[src/rtl/cts_pkg.sv]
// ----------------------------------------------------------------------------
// cts_pkg: shared types and constants for the C token scanner
// Token kinds, error codes, scan modes and the keyword and operator tables.
// ----------------------------------------------------------------------------
package cts_pkg;

  localparam int unsigned ValueBits    = 64;
  localparam int unsigned PosBits      = 16;
  localparam int unsigned KeywordChars = 8;
  localparam int unsigned NumKeywords  = 32;
  localparam int unsigned NumOps       = 11;

  typedef logic [ValueBits-1:0] value_t;
  typedef logic [PosBits-1:0]   pos_t;

  localparam pos_t   PosMax = {PosBits{1'b1}};
  localparam value_t VMask  = {ValueBits{1'b1}};
  localparam value_t OctLim = ~(VMask >> 3);
  localparam value_t HexLim = ~(VMask >> 4);

  typedef enum logic [2:0] {
    KIND_END     = 3'd0,
    KIND_IDENT   = 3'd1,
    KIND_INT     = 3'd2,
    KIND_FLOAT   = 3'd3,
    KIND_KEYWORD = 3'd4,
    KIND_OP2     = 3'd5,
    KIND_PUNCT   = 3'd6,
    KIND_UNSUP   = 3'd7
  } kind_e;

  typedef enum logic [2:0] {
    ERR_NONE      = 3'd0,
    ERR_HEX_OVF   = 3'd1,
    ERR_HEX_EMPTY = 3'd2,
    ERR_OCT_DIGIT = 3'd3,
    ERR_OCT_OVF   = 3'd4,
    ERR_DEC_OVF   = 3'd5,
    ERR_COMMENT   = 3'd6
  } err_e;

  typedef enum logic [2:0] {
    MODE_IDLE    = 3'd0,
    MODE_WORD    = 3'd1,
    MODE_DEC     = 3'd2,
    MODE_OCT     = 3'd3,
    MODE_HEX     = 3'd4,
    MODE_OP      = 3'd5,
    MODE_COMMENT = 3'd6
  } mode_e;

  // Byte item handed from the front end to the scanner core.
  typedef struct packed {
    logic [7:0] ch;
    logic       eoi;
  } item_t;

  // One token result.
  typedef struct packed {
    kind_e      kind;
    logic [4:0] sub;
    logic [7:0] pch;
    logic [15:0] line;
    logic [15:0] col;
    logic [15:0] len;
    value_t     val;
    err_e       err;
    logic       last;
  } tok_t;

  // Keywords packed low byte first, zero padded to eight bytes.
  typedef logic [8*KeywordChars-1:0] kw_word_t;

  function automatic kw_word_t kw_pack(input string s);
    kw_word_t w;
    w = '0;
    for (int i = 0; i < s.len(); i++) w[8*i +: 8] = s[i];
    return w;
  endfunction

  function automatic kw_word_t kw_entry(input int unsigned k);
    kw_word_t w;
    w = '0;
    case (k)
      0: w = kw_pack("auto");      1: w = kw_pack("break");
      2: w = kw_pack("case");      3: w = kw_pack("char");
      4: w = kw_pack("const");     5: w = kw_pack("continue");
      6: w = kw_pack("default");   7: w = kw_pack("do");
      8: w = kw_pack("double");    9: w = kw_pack("else");
      10: w = kw_pack("enum");     11: w = kw_pack("extern");
      12: w = kw_pack("float");    13: w = kw_pack("for");
      14: w = kw_pack("goto");     15: w = kw_pack("if");
      16: w = kw_pack("int");      17: w = kw_pack("long");
      18: w = kw_pack("register"); 19: w = kw_pack("return");
      20: w = kw_pack("short");    21: w = kw_pack("signed");
      22: w = kw_pack("sizeof");   23: w = kw_pack("static");
      24: w = kw_pack("struct");   25: w = kw_pack("switch");
      26: w = kw_pack("typedef");  27: w = kw_pack("union");
      28: w = kw_pack("unsigned"); 29: w = kw_pack("void");
      30: w = kw_pack("volatile"); 31: w = kw_pack("while");
      default: w = '0;
    endcase
    return w;
  endfunction

  function automatic logic [3:0] kw_len(input int unsigned k);
    kw_word_t w;
    logic [3:0] n;
    w = kw_entry(k);
    n = '0;
    for (int i = 0; i < KeywordChars; i++) if (w[8*i +: 8] != 8'd0) n = n + 4'd1;
    return n;
  endfunction

  // Two-char operator table: 16 bits per entry, first byte high.
  function automatic logic [15:0] op_entry(input int unsigned k);
    logic [15:0] o;
    case (k)
      0: o = {8'h3c, 8'h3d}; 1: o = {8'h3c, 8'h3c}; 2: o = {8'h3e, 8'h3d};
      3: o = {8'h3e, 8'h3e}; 4: o = {8'h2d, 8'h3e}; 5: o = {8'h2d, 8'h2d};
      6: o = {8'h3d, 8'h3d}; 7: o = {8'h21, 8'h3d}; 8: o = {8'h7c, 8'h7c};
      9: o = {8'h26, 8'h26}; 10: o = {8'h2b, 8'h2b};
      default: o = '0;
    endcase
    return o;
  endfunction

  function automatic logic is_digit(input logic [7:0] c);
    return c >= 8'h30 && c <= 8'h39;
  endfunction

  function automatic logic is_letter(input logic [7:0] c);
    return (c >= 8'h61 && c <= 8'h7a) || (c >= 8'h41 && c <= 8'h5a) || c == 8'h5f;
  endfunction

  function automatic logic [15:0] sat16(input pos_t v);
    logic [31:0] w;
    w = 32'(v);
    return (w > 32'h0000_ffff) ? 16'hffff : w[15:0];
  endfunction

endpackage

[src/rtl/cts_fifo.sv]
// ----------------------------------------------------------------------------
// cts_fifo: two-entry queue of byte items
// Decouples the input side from the scanner core.
// ----------------------------------------------------------------------------
module cts_fifo (
  input  logic          clk_i,
  input  logic          rst_ni,
  input  logic          push_i,
  input  cts_pkg::item_t data_i,
  output logic          full_o,
  input  logic          pop_i,
  output cts_pkg::item_t data_o,
  output logic          empty_o
);
  import cts_pkg::*;

  item_t      mem_q [2];
  logic       wptr_q, rptr_q;
  logic [1:0] cnt_q;
  logic       do_push, do_pop;

  assign full_o  = cnt_q == 2'd2;
  assign empty_o = cnt_q == 2'd0;
  assign do_push = push_i && !full_o;
  assign do_pop  = pop_i && !empty_o;
  assign data_o  = mem_q[rptr_q];

  always_ff @(posedge clk_i) begin
    if (do_push) mem_q[wptr_q] <= data_i;
  end

  always_ff @(posedge clk_i or negedge rst_ni) begin
    if (!rst_ni) begin
      wptr_q <= 1'b0;
      rptr_q <= 1'b0;
      cnt_q  <= 2'd0;
    end else begin
      if (do_push) wptr_q <= ~wptr_q;
      if (do_pop) rptr_q <= ~rptr_q;
      cnt_q <= cnt_q + 2'(do_push) - 2'(do_pop);
    end
  end

  assert property (@(posedge clk_i) disable iff (!rst_ni) cnt_q <= 2'd2)
    else $error("queue count out of range");
  assert property (@(posedge clk_i) disable iff (!rst_ni)
    (full_o && !do_pop) |=> full_o)
    else $error("full dropped without a pop");
  assert property (@(posedge clk_i) disable iff (!rst_ni)
    (empty_o && !push_i) |=> empty_o)
    else $error("entry appeared without a push");
endmodule

[src/rtl/cts_scan.sv]
// ----------------------------------------------------------------------------
// cts_scan: scanner core
// Takes a byte a cycle if two result slots are free; writes up to two tokens.
// ----------------------------------------------------------------------------
module cts_scan (
  input  logic           clk_i,
  input  logic           rst_ni,
  input  logic           in_valid_i,
  input  cts_pkg::item_t in_item_i,
  output logic           in_take_o,
  input  logic           pop_i,
  output logic           empty_o,
  output cts_pkg::tok_t  tok_o
);
  import cts_pkg::*;

  localparam int unsigned QDepth = 4;
  // decimal overflow limit: acc*10+d overflows iff acc > DecLim,
  // or acc == DecLim and d > DecRem
  localparam value_t     DecLim = VMask / value_t'(10);
  localparam logic [3:0] DecRem = 4'(VMask % value_t'(10));

  mode_e      mode_q, mode_d;
  logic [7:0] wbuf_q [KeywordChars];
  logic [7:0] wbuf_d [KeywordChars];
  logic [15:0] run_q, run_d;
  pos_t       tline_q, tline_d, tcol_q, tcol_d, line_q, line_d, col_q, col_d;
  value_t     acc_q, acc_d;
  err_e       ferr_q, ferr_d;
  logic       star_q, star_d;

  tok_t       oq_q [QDepth];
  logic [1:0] wp_q, rp_q;
  logic [2:0] cnt_q;
  tok_t       t0, t1;
  logic       e0, e1;
  logic       go;

  assign in_take_o = in_valid_i && (cnt_q <= 3'(QDepth - 2));
  assign go        = in_take_o;
  assign empty_o   = cnt_q == 3'd0;
  assign tok_o     = oq_q[rp_q];

  function automatic tok_t mk(kind_e k, logic [4:0] s, logic [7:0] p, pos_t l,
                              pos_t c, logic [15:0] n, value_t v, err_e e);
    tok_t t;
    t.kind = k; t.sub = s; t.pch = p; t.line = sat16(l); t.col = sat16(c);
    t.len = n; t.val = v; t.err = e; t.last = 1'b0;
    return t;
  endfunction

  always_comb begin
    logic [7:0] c;
    logic       floaty, wd, hit, hx;
    logic [3:0] hv;
    logic [3:0] d;
    logic [4:0] kidx;
    logic       restart;
    logic [63:0] kw;
    value_t      mul;
    err_e        nerr;
    c = in_item_i.ch;
    mode_d = mode_q; wbuf_d = wbuf_q; run_d = run_q; tline_d = tline_q;
    tcol_d = tcol_q; line_d = line_q; col_d = col_q; acc_d = acc_q;
    ferr_d = ferr_q; star_d = star_q;
    t0 = '0; t1 = '0; e0 = 1'b0; e1 = 1'b0; restart = 1'b0;
    floaty = c == 8'h2e || c == 8'h65 || c == 8'h45;
    wd = is_letter(c) || is_digit(c);
    d = c[3:0];
    hx = 1'b1; hv = d;
    if (is_digit(c)) hv = d;
    else if ((c >= 8'h61 && c <= 8'h66) || (c >= 8'h41 && c <= 8'h46)) hv = 4'(c[3:0] + 4'd9);
    else hx = 1'b0;
    for (int i = 0; i < KeywordChars; i++) kw[8*i +: 8] = wbuf_q[i];
    hit = 1'b0; kidx = '0;
    for (int k = 0; k < NumKeywords; k++) begin
      if (!hit && run_q == 16'(kw_len(k)) &&
          ((kw & ~({64{1'b1}} << (8*kw_len(k)))) == kw_entry(k))) begin
        hit = 1'b1; kidx = 5'(k);
      end
    end
    mul = (acc_q << 3) + (acc_q << 1) + value_t'(d);
    nerr = (ferr_q == ERR_NONE) ? ERR_HEX_EMPTY : ferr_q;
    if (in_item_i.eoi) begin
      unique case (mode_q)
        MODE_WORD: begin
          e0 = 1'b1;
          t0 = hit ? mk(KIND_KEYWORD, kidx, 8'd0, tline_q, tcol_q, run_q, '0, ERR_NONE)
                   : mk(KIND_IDENT, 5'd0, 8'd0, tline_q, tcol_q, run_q, '0, ERR_NONE);
        end
        MODE_DEC, MODE_OCT: begin
          e0 = 1'b1;
          t0 = mk(KIND_INT, 5'd0, 8'd0, tline_q, tcol_q, run_q, acc_q, ferr_q);
        end
        MODE_HEX: begin
          e0 = 1'b1;
          t0 = mk(KIND_INT, 5'd0, 8'd0, tline_q, tcol_q, run_q, acc_q,
                  run_q <= 16'd2 ? nerr : ferr_q);
        end
        MODE_OP: begin
          e0 = 1'b1;
          t0 = mk(KIND_PUNCT, 5'd0, wbuf_q[0], tline_q, tcol_q, 16'd1, '0, ERR_NONE);
        end
        default: ;
      endcase
      e1 = 1'b1;
      t1 = (mode_q == MODE_COMMENT)
         ? mk(KIND_END, 5'd0, 8'd0, tline_q, tcol_q, run_q, '0, ERR_COMMENT)
         : mk(KIND_END, 5'd0, 8'd0, line_q, col_q, 16'd0, '0, ERR_NONE);
      mode_d = MODE_IDLE; run_d = '0; tline_d = pos_t'(1); tcol_d = pos_t'(1);
      line_d = pos_t'(1); col_d = pos_t'(1); acc_d = '0; ferr_d = ERR_NONE;
      star_d = 1'b0;
    end else begin
      unique case (mode_q)
        MODE_WORD: begin
          if (wd) begin
            if (run_q < 16'(KeywordChars)) wbuf_d[run_q[2:0]] = c;
            if (run_q != 16'hffff) run_d = run_q + 16'd1;
            if (col_q != PosMax) col_d = col_q + pos_t'(1);
          end else begin
            e0 = 1'b1; restart = 1'b1;
            t0 = hit ? mk(KIND_KEYWORD, kidx, 8'd0, tline_q, tcol_q, run_q, '0, ERR_NONE)
                     : mk(KIND_IDENT, 5'd0, 8'd0, tline_q, tcol_q, run_q, '0, ERR_NONE);
          end
        end
        MODE_DEC: begin
          if (is_digit(c)) begin
            if (acc_q > DecLim || (acc_q == DecLim && d > DecRem)) begin
              if (ferr_q == ERR_NONE) ferr_d = ERR_DEC_OVF;
            end else acc_d = mul;
            if (run_q != 16'hffff) run_d = run_q + 16'd1;
            if (col_q != PosMax) col_d = col_q + pos_t'(1);
          end else begin
            e0 = 1'b1; restart = 1'b1;
            t0 = floaty ? mk(KIND_FLOAT, 5'd0, 8'd0, tline_q, tcol_q, run_q, '0, ferr_q)
                        : mk(KIND_INT, 5'd0, 8'd0, tline_q, tcol_q, run_q, acc_q, ferr_q);
          end
        end
        MODE_OCT: begin
          if (run_q == 16'd1 && (c == 8'h78 || c == 8'h58)) begin
            mode_d = MODE_HEX; run_d = run_q + 16'd1;
            if (col_q != PosMax) col_d = col_q + pos_t'(1);
          end else if (is_digit(c)) begin
            ferr_d = ferr_q;
            if (d >= 4'd8 && ferr_q == ERR_NONE) ferr_d = ERR_OCT_DIGIT;
            if ((acc_q & OctLim) != '0) begin
              if (ferr_d == ERR_NONE) ferr_d = ERR_OCT_OVF;
            end else acc_d = (acc_q << 3) + value_t'(d);
            if (run_q != 16'hffff) run_d = run_q + 16'd1;
            if (col_q != PosMax) col_d = col_q + pos_t'(1);
          end else begin
            e0 = 1'b1; restart = 1'b1;
            t0 = floaty ? mk(KIND_FLOAT, 5'd0, 8'd0, tline_q, tcol_q, run_q, '0, ferr_q)
                        : mk(KIND_INT, 5'd0, 8'd0, tline_q, tcol_q, run_q, acc_q, ferr_q);
          end
        end
        MODE_HEX: begin
          if (hx) begin
            if ((acc_q & HexLim) != '0) begin
              if (ferr_q == ERR_NONE) ferr_d = ERR_HEX_OVF;
            end else acc_d = (acc_q << 4) + value_t'(hv);
            if (run_q != 16'hffff) run_d = run_q + 16'd1;
            if (col_q != PosMax) col_d = col_q + pos_t'(1);
          end else begin
            e0 = 1'b1; restart = 1'b1;
            t0 = mk(KIND_INT, 5'd0, 8'd0, tline_q, tcol_q, run_q, acc_q,
                    run_q <= 16'd2 ? nerr : ferr_q);
          end
        end
        MODE_OP: begin
          hit = 1'b0; kidx = '0;
          for (int k = 0; k < NumOps; k++) begin
            if (!hit && op_entry(k) == {wbuf_q[0], c}) begin
              hit = 1'b1; kidx = 5'(k);
            end
          end
          if (hit) begin
            e0 = 1'b1; mode_d = MODE_IDLE;
            t0 = mk(KIND_OP2, kidx, 8'd0, tline_q, tcol_q, 16'd2, '0, ERR_NONE);
            if (col_q != PosMax) col_d = col_q + pos_t'(1);
          end else if (wbuf_q[0] == 8'h2f && c == 8'h2a) begin
            mode_d = MODE_COMMENT; star_d = 1'b0; run_d = run_q + 16'd1;
            if (col_q != PosMax) col_d = col_q + pos_t'(1);
          end else begin
            e0 = 1'b1; restart = 1'b1;
            t0 = mk(KIND_PUNCT, 5'd0, wbuf_q[0], tline_q, tcol_q, 16'd1, '0, ERR_NONE);
          end
        end
        MODE_COMMENT: begin
          if (run_q != 16'hffff) run_d = run_q + 16'd1;
          if (star_q && c == 8'h2f) begin
            mode_d = MODE_IDLE;
            if (col_q != PosMax) col_d = col_q + pos_t'(1);
          end else begin
            star_d = c == 8'h2a;
            if (c == 8'h0a) begin
              if (line_q != PosMax) line_d = line_q + pos_t'(1);
              col_d = pos_t'(1);
            end else if (col_q != PosMax) col_d = col_q + pos_t'(1);
          end
        end
        default: restart = 1'b1;
      endcase
      if (restart) begin
        mode_d = MODE_IDLE;
        if (c == 8'h09 || c == 8'h0b || c == 8'h0c || c == 8'h20) begin
          if (col_q != PosMax) col_d = col_q + pos_t'(1);
        end else if (c == 8'h0a || c == 8'h0d) begin
          if (line_q != PosMax) line_d = line_q + pos_t'(1);
          col_d = pos_t'(1);
        end else begin
          if (col_q != PosMax) col_d = col_q + pos_t'(1);
          if (is_letter(c) || is_digit(c) || c == 8'h2f || c == 8'h3c || c == 8'h3e ||
              c == 8'h2d || c == 8'h3d || c == 8'h21 || c == 8'h7c || c == 8'h26 ||
              c == 8'h2b) begin
            tline_d = line_q; tcol_d = col_q; run_d = 16'd1;
            ferr_d = ERR_NONE; acc_d = '0; wbuf_d[0] = c;
            if (is_letter(c)) mode_d = MODE_WORD;
            else if (is_digit(c)) begin
              mode_d = (c == 8'h30) ? MODE_OCT : MODE_DEC;
              acc_d = value_t'(d);
            end else mode_d = MODE_OP;
          end else begin
            e1 = 1'b1;
            t1 = (c == 8'h3b || c == 8'h2c || c == 8'h3a || c == 8'h2a || c == 8'h7e ||
                  c == 8'h25 || c == 8'h5e || c == 8'h3f || c == 8'h5b || c == 8'h5d ||
                  c == 8'h7b || c == 8'h7d || c == 8'h28 || c == 8'h29)
               ? mk(KIND_PUNCT, 5'd0, c, line_q, col_q, 16'd1, '0, ERR_NONE)
               : mk(KIND_UNSUP, 5'd0, c, line_q, col_q, 16'd1, '0, ERR_NONE);
          end
        end
      end
    end
    if (e1) t1.last = 1'b1;
    else t0.last = 1'b1;
  end

  always_ff @(posedge clk_i) begin
    if (go) begin
      wbuf_q <= wbuf_d;
      if (e0) oq_q[wp_q] <= t0;
      if (e1) oq_q[e0 ? wp_q + 2'd1 : wp_q] <= t1;
    end
  end

  always_ff @(posedge clk_i or negedge rst_ni) begin
    if (!rst_ni) begin
      mode_q <= MODE_IDLE; run_q <= '0; tline_q <= pos_t'(1); tcol_q <= pos_t'(1);
      line_q <= pos_t'(1); col_q <= pos_t'(1); ferr_q <= ERR_NONE; star_q <= 1'b0;
      acc_q <= '0;
      wp_q <= '0; rp_q <= '0; cnt_q <= '0;
    end else begin
      if (go) begin
        mode_q <= mode_d; run_q <= run_d; tline_q <= tline_d; tcol_q <= tcol_d;
        line_q <= line_d; col_q <= col_d; ferr_q <= ferr_d; star_q <= star_d;
        acc_q <= acc_d;
        wp_q <= wp_q + 2'(e0) + 2'(e1);
      end
      if (pop_i && !empty_o) rp_q <= rp_q + 2'd1;
      cnt_q <= cnt_q + (go ? 3'(e0) + 3'(e1) : 3'd0) - 3'(pop_i && !empty_o);
    end
  end

  assert property (@(posedge clk_i) disable iff (!rst_ni) cnt_q <= 3'(QDepth))
    else $error("result queue overflow");
  assert property (@(posedge clk_i) disable iff (!rst_ni)
    (go && in_item_i.eoi) |=> (mode_q == MODE_IDLE && line_q == pos_t'(1)))
    else $error("end of input did not restore reset state");
  assert property (@(posedge clk_i) disable iff (!rst_ni) (go |-> (e0 || e1 ||
    !in_item_i.eoi)))
    else $error("end of input produced no result");
endmodule

[src/rtl/c_token_scanner_core.sv]
// ----------------------------------------------------------------------------
// c_token_scanner_core: streaming lexer for a subset of C
// Flow: a byte that completes a token waits in the input queue; the scanner step
// writes the result queue at the edge that takes the byte from there, and the
// token then shows at the outputs and can be popped.
// Throughput: one byte per cycle, set by the combinational scanner step;
// it stalls only when the four-entry result queue lacks room for two tokens.
// Reset: asynchronous, active low; clears queues and all state but wbuf_q.
// ----------------------------------------------------------------------------
module c_token_scanner_core (
  input  logic                 clk_i,
  input  logic                 rst_ni,
  input  logic                 push,
  output logic                 full,
  input  logic [7:0]           char_code_i,
  input  logic                 end_of_input_i,
  output logic                 empty,
  input  logic                 pop,
  output logic [2:0]           kind_o,
  output logic [4:0]           sub_index_o,
  output logic [7:0]           punct_char_o,
  output logic [15:0]          start_line_o,
  output logic [15:0]          start_column_o,
  output logic [15:0]          token_length_o,
  output logic [63:0]          int_value_o,
  output logic [2:0]           error_code_o,
  output logic                 is_last_o
);
  import cts_pkg::*;

  // Front end: byte queue for the input side; full while it holds two bytes.
  item_t in_item, q_item;
  logic  q_empty, take;
  tok_t  tok;

  assign in_item.ch  = char_code_i;
  assign in_item.eoi = end_of_input_i;

  cts_fifo u_fifo (
    .clk_i, .rst_ni, .push_i(push), .data_i(in_item), .full_o(full),
    .pop_i(take), .data_o(q_item), .empty_o(q_empty)
  );

  // Back end: scanner core with its own result queue.
  cts_scan u_scan (
    .clk_i, .rst_ni, .in_valid_i(!q_empty), .in_item_i(q_item), .in_take_o(take),
    .pop_i(pop), .empty_o(empty), .tok_o(tok)
  );

  assign kind_o         = tok.kind;
  assign sub_index_o    = tok.sub;
  assign punct_char_o   = tok.pch;
  assign start_line_o   = tok.line;
  assign start_column_o = tok.col;
  assign token_length_o = tok.len;
  assign int_value_o    = tok.val;
  assign error_code_o   = tok.err;
  assign is_last_o      = tok.last;

  assert property (@(posedge clk_i) disable iff (!rst_ni) take |-> !q_empty)
    else $error("scanner took from an empty queue");
  assert property (@(posedge clk_i) disable iff (!rst_ni)
    (!empty && !pop) |=> !empty)
    else $error("result vanished without a pop");
  assert property (@(posedge clk_i) disable iff (!rst_ni)
    (!empty && !pop) |=> $stable(kind_o))
    else $error("waiting result changed");
endmodule
[config.mk]
export PLATFORM = sky130hd
export DESIGN_NAME = c_token_scanner_core
export DESIGN_NICKNAME = d
export VERILOG_FILES = /design/src/rtl/cts_pkg.sv /design/src/rtl/cts_fifo.sv /design/src/rtl/cts_scan.sv /design/src/rtl/c_token_scanner_core.sv
export SDC_FILE = /design/constraint.sdc
export NUM_CORES = 2
export LEC_CHECK = 0
export BUFFER_PORTS_ARGS = -buffer_cell sky130_fd_sc_hd__buf_2
export CELL_PAD_IN_SITES_DETAIL_PLACEMENT = 1
export CELL_PAD_IN_SITES_GLOBAL_PLACEMENT = 2
export CORE_UTILIZATION = 45
export DETAILED_ROUTE_END_ITERATION = 10
export GPL_TIMING_DRIVEN = 0
export MAX_ROUTING_LAYER = met4
export PLACE_DENSITY_LB_ADDON = 0.25
export SYNTH_ARGS = -nofsm -noshare
export SYNTH_HDL_FRONTEND = slang
export SYNTH_SLANG_ARGS = --single-unit
export TNS_END_PERCENT = 10
[constraint.sdc]
create_clock -name clk_i -period 14.8 [get_ports clk_i]
set_input_delay 2.96 -clock clk_i [delete_from_list [all_inputs] [get_ports clk_i]]
set_output_delay 2.96 -clock clk_i [all_outputs]
set_load 0.02 [all_outputs]
Word-level counts from Yosys, hierarchy flattened
Memory sizes are Yosys's and may differ from the RTL's.
Index checks and enable logic that the tools add are counted.
W data, S select, Z words.
{"block": "word_totals", "register_bits": 226, "mem_bits_rw": 546, "input_bits": 13, "output_inout_bits": 134, "wordCells": 644, "memories": 2}
{"block": "classes", "n_addsub": 17, "order_cmp": 16, "eq_ne": 107, "mux": 292, "bitwise_logic": 4, "n_reduce_logical": 183}
{"name": "u_scan.oq_q", "words": 4, "word_bits": 132, "read_ports": 1, "rd_clocked_by_memory_dff": 0, "write_ports": 2, "line_no": "cts_scan.sv:32", "text": "tok_t oq_q [QDepth];"}
{"name": "u_fifo.mem_q", "words": 2, "word_bits": 9, "read_ports": 1, "rd_clocked_by_memory_dff": 0, "write_ports": 1, "line_no": "cts_fifo.sv:17", "text": "item_t mem_q [2];"}
{"cell": "$mux W132", "count": 10}
{"cell": "$mux W16", "count": 67}
{"cell": "$mux W64", "count": 15}
{"cell": "$pmux W132 S5", "count": 1}
{"cell": "$pmux W132 S4", "count": 1}
{"cell": "$mux W131", "count": 3}
{"cell": "$eq A48 B47 Y1 const B", "count": 8}
{"cell": "$mux W130", "count": 2}
{"cell": "$eq A32 B31 Y1 const B", "count": 8}
{"cell": "$eq A64 B63 Y1 const B", "count": 4}
{"cell": "$eq A40 B39 Y1 const B", "count": 6}
{"cell": "$mux W5", "count": 39}
{"cell": "$add A64 B4 Y64", "count": 3}
{"cell": "$pmux W16 S6", "count": 2}
{"cell": "$pmux W64 S3", "count": 1}
{"cell": "$eq A16 B16 Y1", "count": 11}
{"cell": "$eq A8 B6 Y1 const B", "count": 20}
{"cell": "$reduce_bool A64 Y1", "count": 2}
{"cell": "$mux W116", "count": 1}
{"cell": "$eq A56 B55 Y1 const B", "count": 2}
{"cell": "$mux W3", "count": 34}
{"cell": "$mux W1", "count": 99}
{"cell": "$eq A8 B7 Y1 const B", "count": 12}
{"cell": "$logic_and A1 B1 Y1", "count": 88}
{"cell": "other kinds (61)", "count": 180}

Depth between registers and ports, before layout
{"block": "depth", "word_depth": 132, "depth_mapped": 23, "ltp_nobuf": 18}

Cells and area by module
From an unflattened synthesis, not the netlist that was laid out.
{"block": "hier_totals", "hier_cells": 5206, "hier_area_um2": 46440.8}
{"module": "cts_scan", "instances": 1, "cells_per_inst": 5159, "area_each_um2": 45587.5, "seq_area_each_um2": 18933.2}
{"module": "cts_fifo", "instances": 1, "cells_per_inst": 46, "area_each_um2": 849.6, "seq_area_each_um2": 640.6}
{"module": "c_token_scanner_core", "instances": 1, "cells_per_inst": 1, "area_each_um2": 3.8, "seq_area_each_um2": 0.0}

Least setup slack after synthesis
OpenSTA, ideal clock, no wires.
{"block": "synth_path", "path_type": "register -> register", "startpoint": "reg u_fifo.rptr_q", "endpoint": "mem u_scan.oq_q[3][0] (netlist name) (enable)", "setup_time_ns": 0.416, "t_arrival_ns": 5.150, "required_time_ns": 14.384, "slack_ns": 9.234, "stages_incl_launch_ff": 18, "n_path_buf": 5, "period_less_slack_ns": 5.566, "path_cell_list": "dfrtp_1 -> buf_4 -> buf_6 -> buf_6 -> mux2i_1 -> inv_1 -> ha_1 -> clkbuf_1 -> o21ai_1 -> o41a_1 -> a311oi_2 -> o31ai_1 -> or4_1 -> a31oi_1 -> a21boi_2 -> a21oi_2 -> buf_2 -> inv_1"}
{"item": "start, declared", "line_no": "cts_fifo.sv:18", "text": "logic wptr_q, rptr_q;"}
{"item": "start signal, assigned", "line_no": "cts_fifo.sv:39", "text": "if (do_pop) rptr_q <= ~rptr_q;"}
{"item": "end, declared", "line_no": "cts_scan.sv:32"}

Final worst setup path
{"block": "layout_path", "startpoint": "reg u_scan.rp_q[0]", "endpoint": "out sub_index_o[0]"}
{"block": "layout_between", "elab_chain_len": 1}
{"item": "start, declared", "line_no": "cts_scan.sv:33", "text": "logic [1:0] wp_q, rp_q;"}
{"item": "start signal, assigned", "line_no": "cts_scan.sv:259", "text": "if (pop_i && !empty_o) rp_q <= rp_q + 2'd1;"}
{"item": "$mem_v2 Z4 W132"}
{"item": "end, declared", "line_no": "c_token_scanner_core.sv:20", "text": "output logic [4:0] sub_index_o,"}
Every way passes these cells.

==> flow_summary.yaml <==
run_status:
  failed_checks: "design-rule violations, max-capacitance violations, max-slew violations"
  status: "finished with violations"
pwr:
  p_per_area_nw_per_um2: 193
  p_switching_uw: 4430
  combPwrFrac: 0.470
  switching_share: 0.458
  seqPwrFrac: 0.296
  p_total_uw: 9670
  leakage_uw: 0.0178
  irDropWorstVdd_v: 0.000123
  power.internal_uw: 5240
  clkPwrFrac: 0.235
yosys:
  synth-compound-area-share: 0.221
  synthTopCellsByCount: "nand2_1 (468), edfxtp_1 (330), o2bb2ai_1 (288)"
  ys.flop_type: "edfxtp_1"
  synthMuxAreaShare: 0.0737
  synth_top_cell_area_share: 0.222
  synth_edf_count: 330
  synth_top_family_by_area: "compound AO/OA/AOI/OAI gates"
  syn_inst: 4398
  synth_simple_gate_area_frac: 0.160
  yosys.area.top_type: "edfxtp_1"
  synth.avg_cell_area_um2: 10.1
  postSynthNetCount: 4562
  synth_seq_cells: 772
  yosys.area_share.adder: 0.0430
  ys_top_cells_by_area: "edfxtp_1 (22%), dfxtp_1 (13%), dfrtp_1 (8.9%)"
  async_flop_share: 0.210
  synthXorXnorAreaFrac: 0.0220
  yosysSeqAreaShare: 0.439
  yosys.cell_count.top_type: "nand2_1"
  ys_warn_count: 0
  syn_area_um2: 44600
  yosysUniqueCellTypes: 121
floorplan:
  core_area_um2: 98300
  initial_core_util: 0.454
  die_h_um: 317
  die_area_um2: 100000
  ios: 147
  rows: 115
  die_x_um: 317
timing:
  worstMarginPinSlew_ns: 1.50
  hold_violations: 0
  fin_crit_sh: 0.497
  setup_viol: 0
  layout_setup_ws_ns: 7.44
  skew_ns: 0.0544
  final.min_clock_period_ns: 7.36
  setup_tns_ns: 0
  slew_violations: 7
  rsz0062_at_grt: "false"
  max_slew_margin: -0.0116
  fmax_ghz: 0.136
finish:
  postLayoutCellArea_um2: 50100
  area_growth_pct: 12.4
  n_antenna_cell: 0
  drive_gt1_frac: 0.132
  n_fill_cell: 10862
  final_nets: 4804
clock_network:
  clkTransAtPathRegs_ns: 0.06
  tritoncts: "built"
  clock_latency_ns: 0.71
  cts-root-buf: "clkbuf_16"
  cts_made_buffers: 86
  cts_resized: 0
  holdBufCountCts: 0
  cts.sinks: 772
  clk_path_buf_depth: 3
  htreeDepth: 3
  cts_setup_buffers: 0
setup_path:
  critPathRequiredTime_ns: 11.84
  critPathMaxFanout: 10
  critPathKind: "reg2out"
  worstSetupEndpointType: "output port"
  startpoint_type: "flop"
  arrival_ns: 4.40
placed_design:
  place_ws_ns: 7.84
  io_buffers: 146
  hpwl_mm: 135
  placed_cell_area_um2: 47200
  place.gp.congestion: 1.01
drt:
  firstDrtPassIters: 9
  drc: 2
  viasPerCell: 6.78
  drt_iter0_drc: 4173
  ant_nets: 0
  routed_wirelength_mm: 184
  routedWlPerCell_um: 30.7
  vias: 40647
global_routing:
  antenna_found_initial: 1
  grt_use_total: 0.373
  grt_max_degree: 104
  first_global_vias: 41559
  use_met3: 0.0558
  grt_overflow: 0
  grt.met2_usage: 0.584
  top_usage_layer: "met2"
  grt_pass1_wl_mm: 272
  global_route.usage.met1: 0.463
worst_hold_path:
  hold_path.class: "reg2reg"
run:
  maxCapViolCount: 1
[power by group through the flow]
stage	combinational (uW)	sequential [uW]	clock [uW]
floorplan	2740	2820	0
CTS	4450	2850	2290
finish	4540	2860	2270
global placement	4310	2900	0
detailed placement	4430	2890	0
global route	4760	2880	2370
[cell usage in the layout (no fill, tap or decap), drive strengths merged, types with 147 or more instances in the layout]
master and instances:
o22ai 195, a21oi 208, o2bb2ai 288, nand2 470, buf 276, dfxtp 280
clkbuf 338, edfxtp 330, o21ai 238, dfrtp 158, ha 147, nor2 232
[logic make-up after synthesis]
kind of cell | after synthesis
fa+ha+maj | 151
simple gates | 1386
buf+inv | 428
xor+xnor | 112
compound gates | 1388
mux | 161
flops | 772
[cell type report]
class                           count  area (um2)  share of cell area
Inverter                           73         287             0.00571
Tap cell                         1287        1610              0.0321
Timing Repair Buffer              154         901              0.0180
Buffer                            355        1570              0.0314
Clock inverter                     55         674              0.0134
Clock buffer                      105        2290              0.0457
Multi-Input combinational cell   3198       23200               0.463
Sequential cell                   772       19600               0.390
[registers in the layout (all words and copies together), names as in the netlist, named ones only]
register,count
u_scan.line_q,16
u_scan.tcol_q,16
u_scan.oq_q,528
u_scan.col_q,16
u_scan.rp_q,2
u_scan.star_q,1
u_scan.wp_q,2
u_fifo.cnt_q,2
u_scan.cnt_q,3
u_scan.run_q,16
u_scan.tline_q,16
u_fifo.rptr_q,1
u_fifo.wptr_q,1
u_scan.wbuf_q,8
u_scan.acc_q,64
u_fifo.mem_q,18
u_scan.ferr_q,3
u_scan.mode_q,3
[metrics by stage]
step	utilization	std cells	hold WS, ns
floorplan	-	4398	0.427
global placement	0.478	5831	0.439
detailed placement	0.480	5839	0.442
CTS	0.510	5999	0.460
global route	0.510	5999	0.473
finish	0.510	5999	0.458
[layer usage]
metal  vias to the layer above  routed length [um]
met5                         -                   0
met4                         0               11200
met3                       509               12900
met2                      1780               85800
met1                     20693               74200
li1                      17665                   -
[path summary, 6_finish.rpt]
path                                          from                   to  slack [ns]  depth (start not counted)
worst max-delay path                u_scan.rp_q[0]       sub_index_o[0]        7.44                          5
worst min-delay path            u_scan.oq_q[2][55]   u_scan.oq_q[2][55]        0.46                          1
worst max register to register       u_fifo.rptr_q  u_scan.oq_q[0][118]        7.70                         16
worst min register to register  u_scan.oq_q[2][55]   u_scan.oq_q[2][55]        0.46                          1
max in group asynchronous                   rst_ni     u_scan.run_q[11]       11.50                          2
min in group asynchronous                   rst_ni     u_scan.acc_q[37]        2.21                          1
[critical path, cell delays in order (launching register included)]
cell and delay, ns:
dfrtp_1 0.32, clkbuf_1 0.47, clkbuf_1 0.92, buf_1 1.01, mux4_2 0.73, buf_2 0.21
No activity file was read; power rests on OpenSTA's default activity.
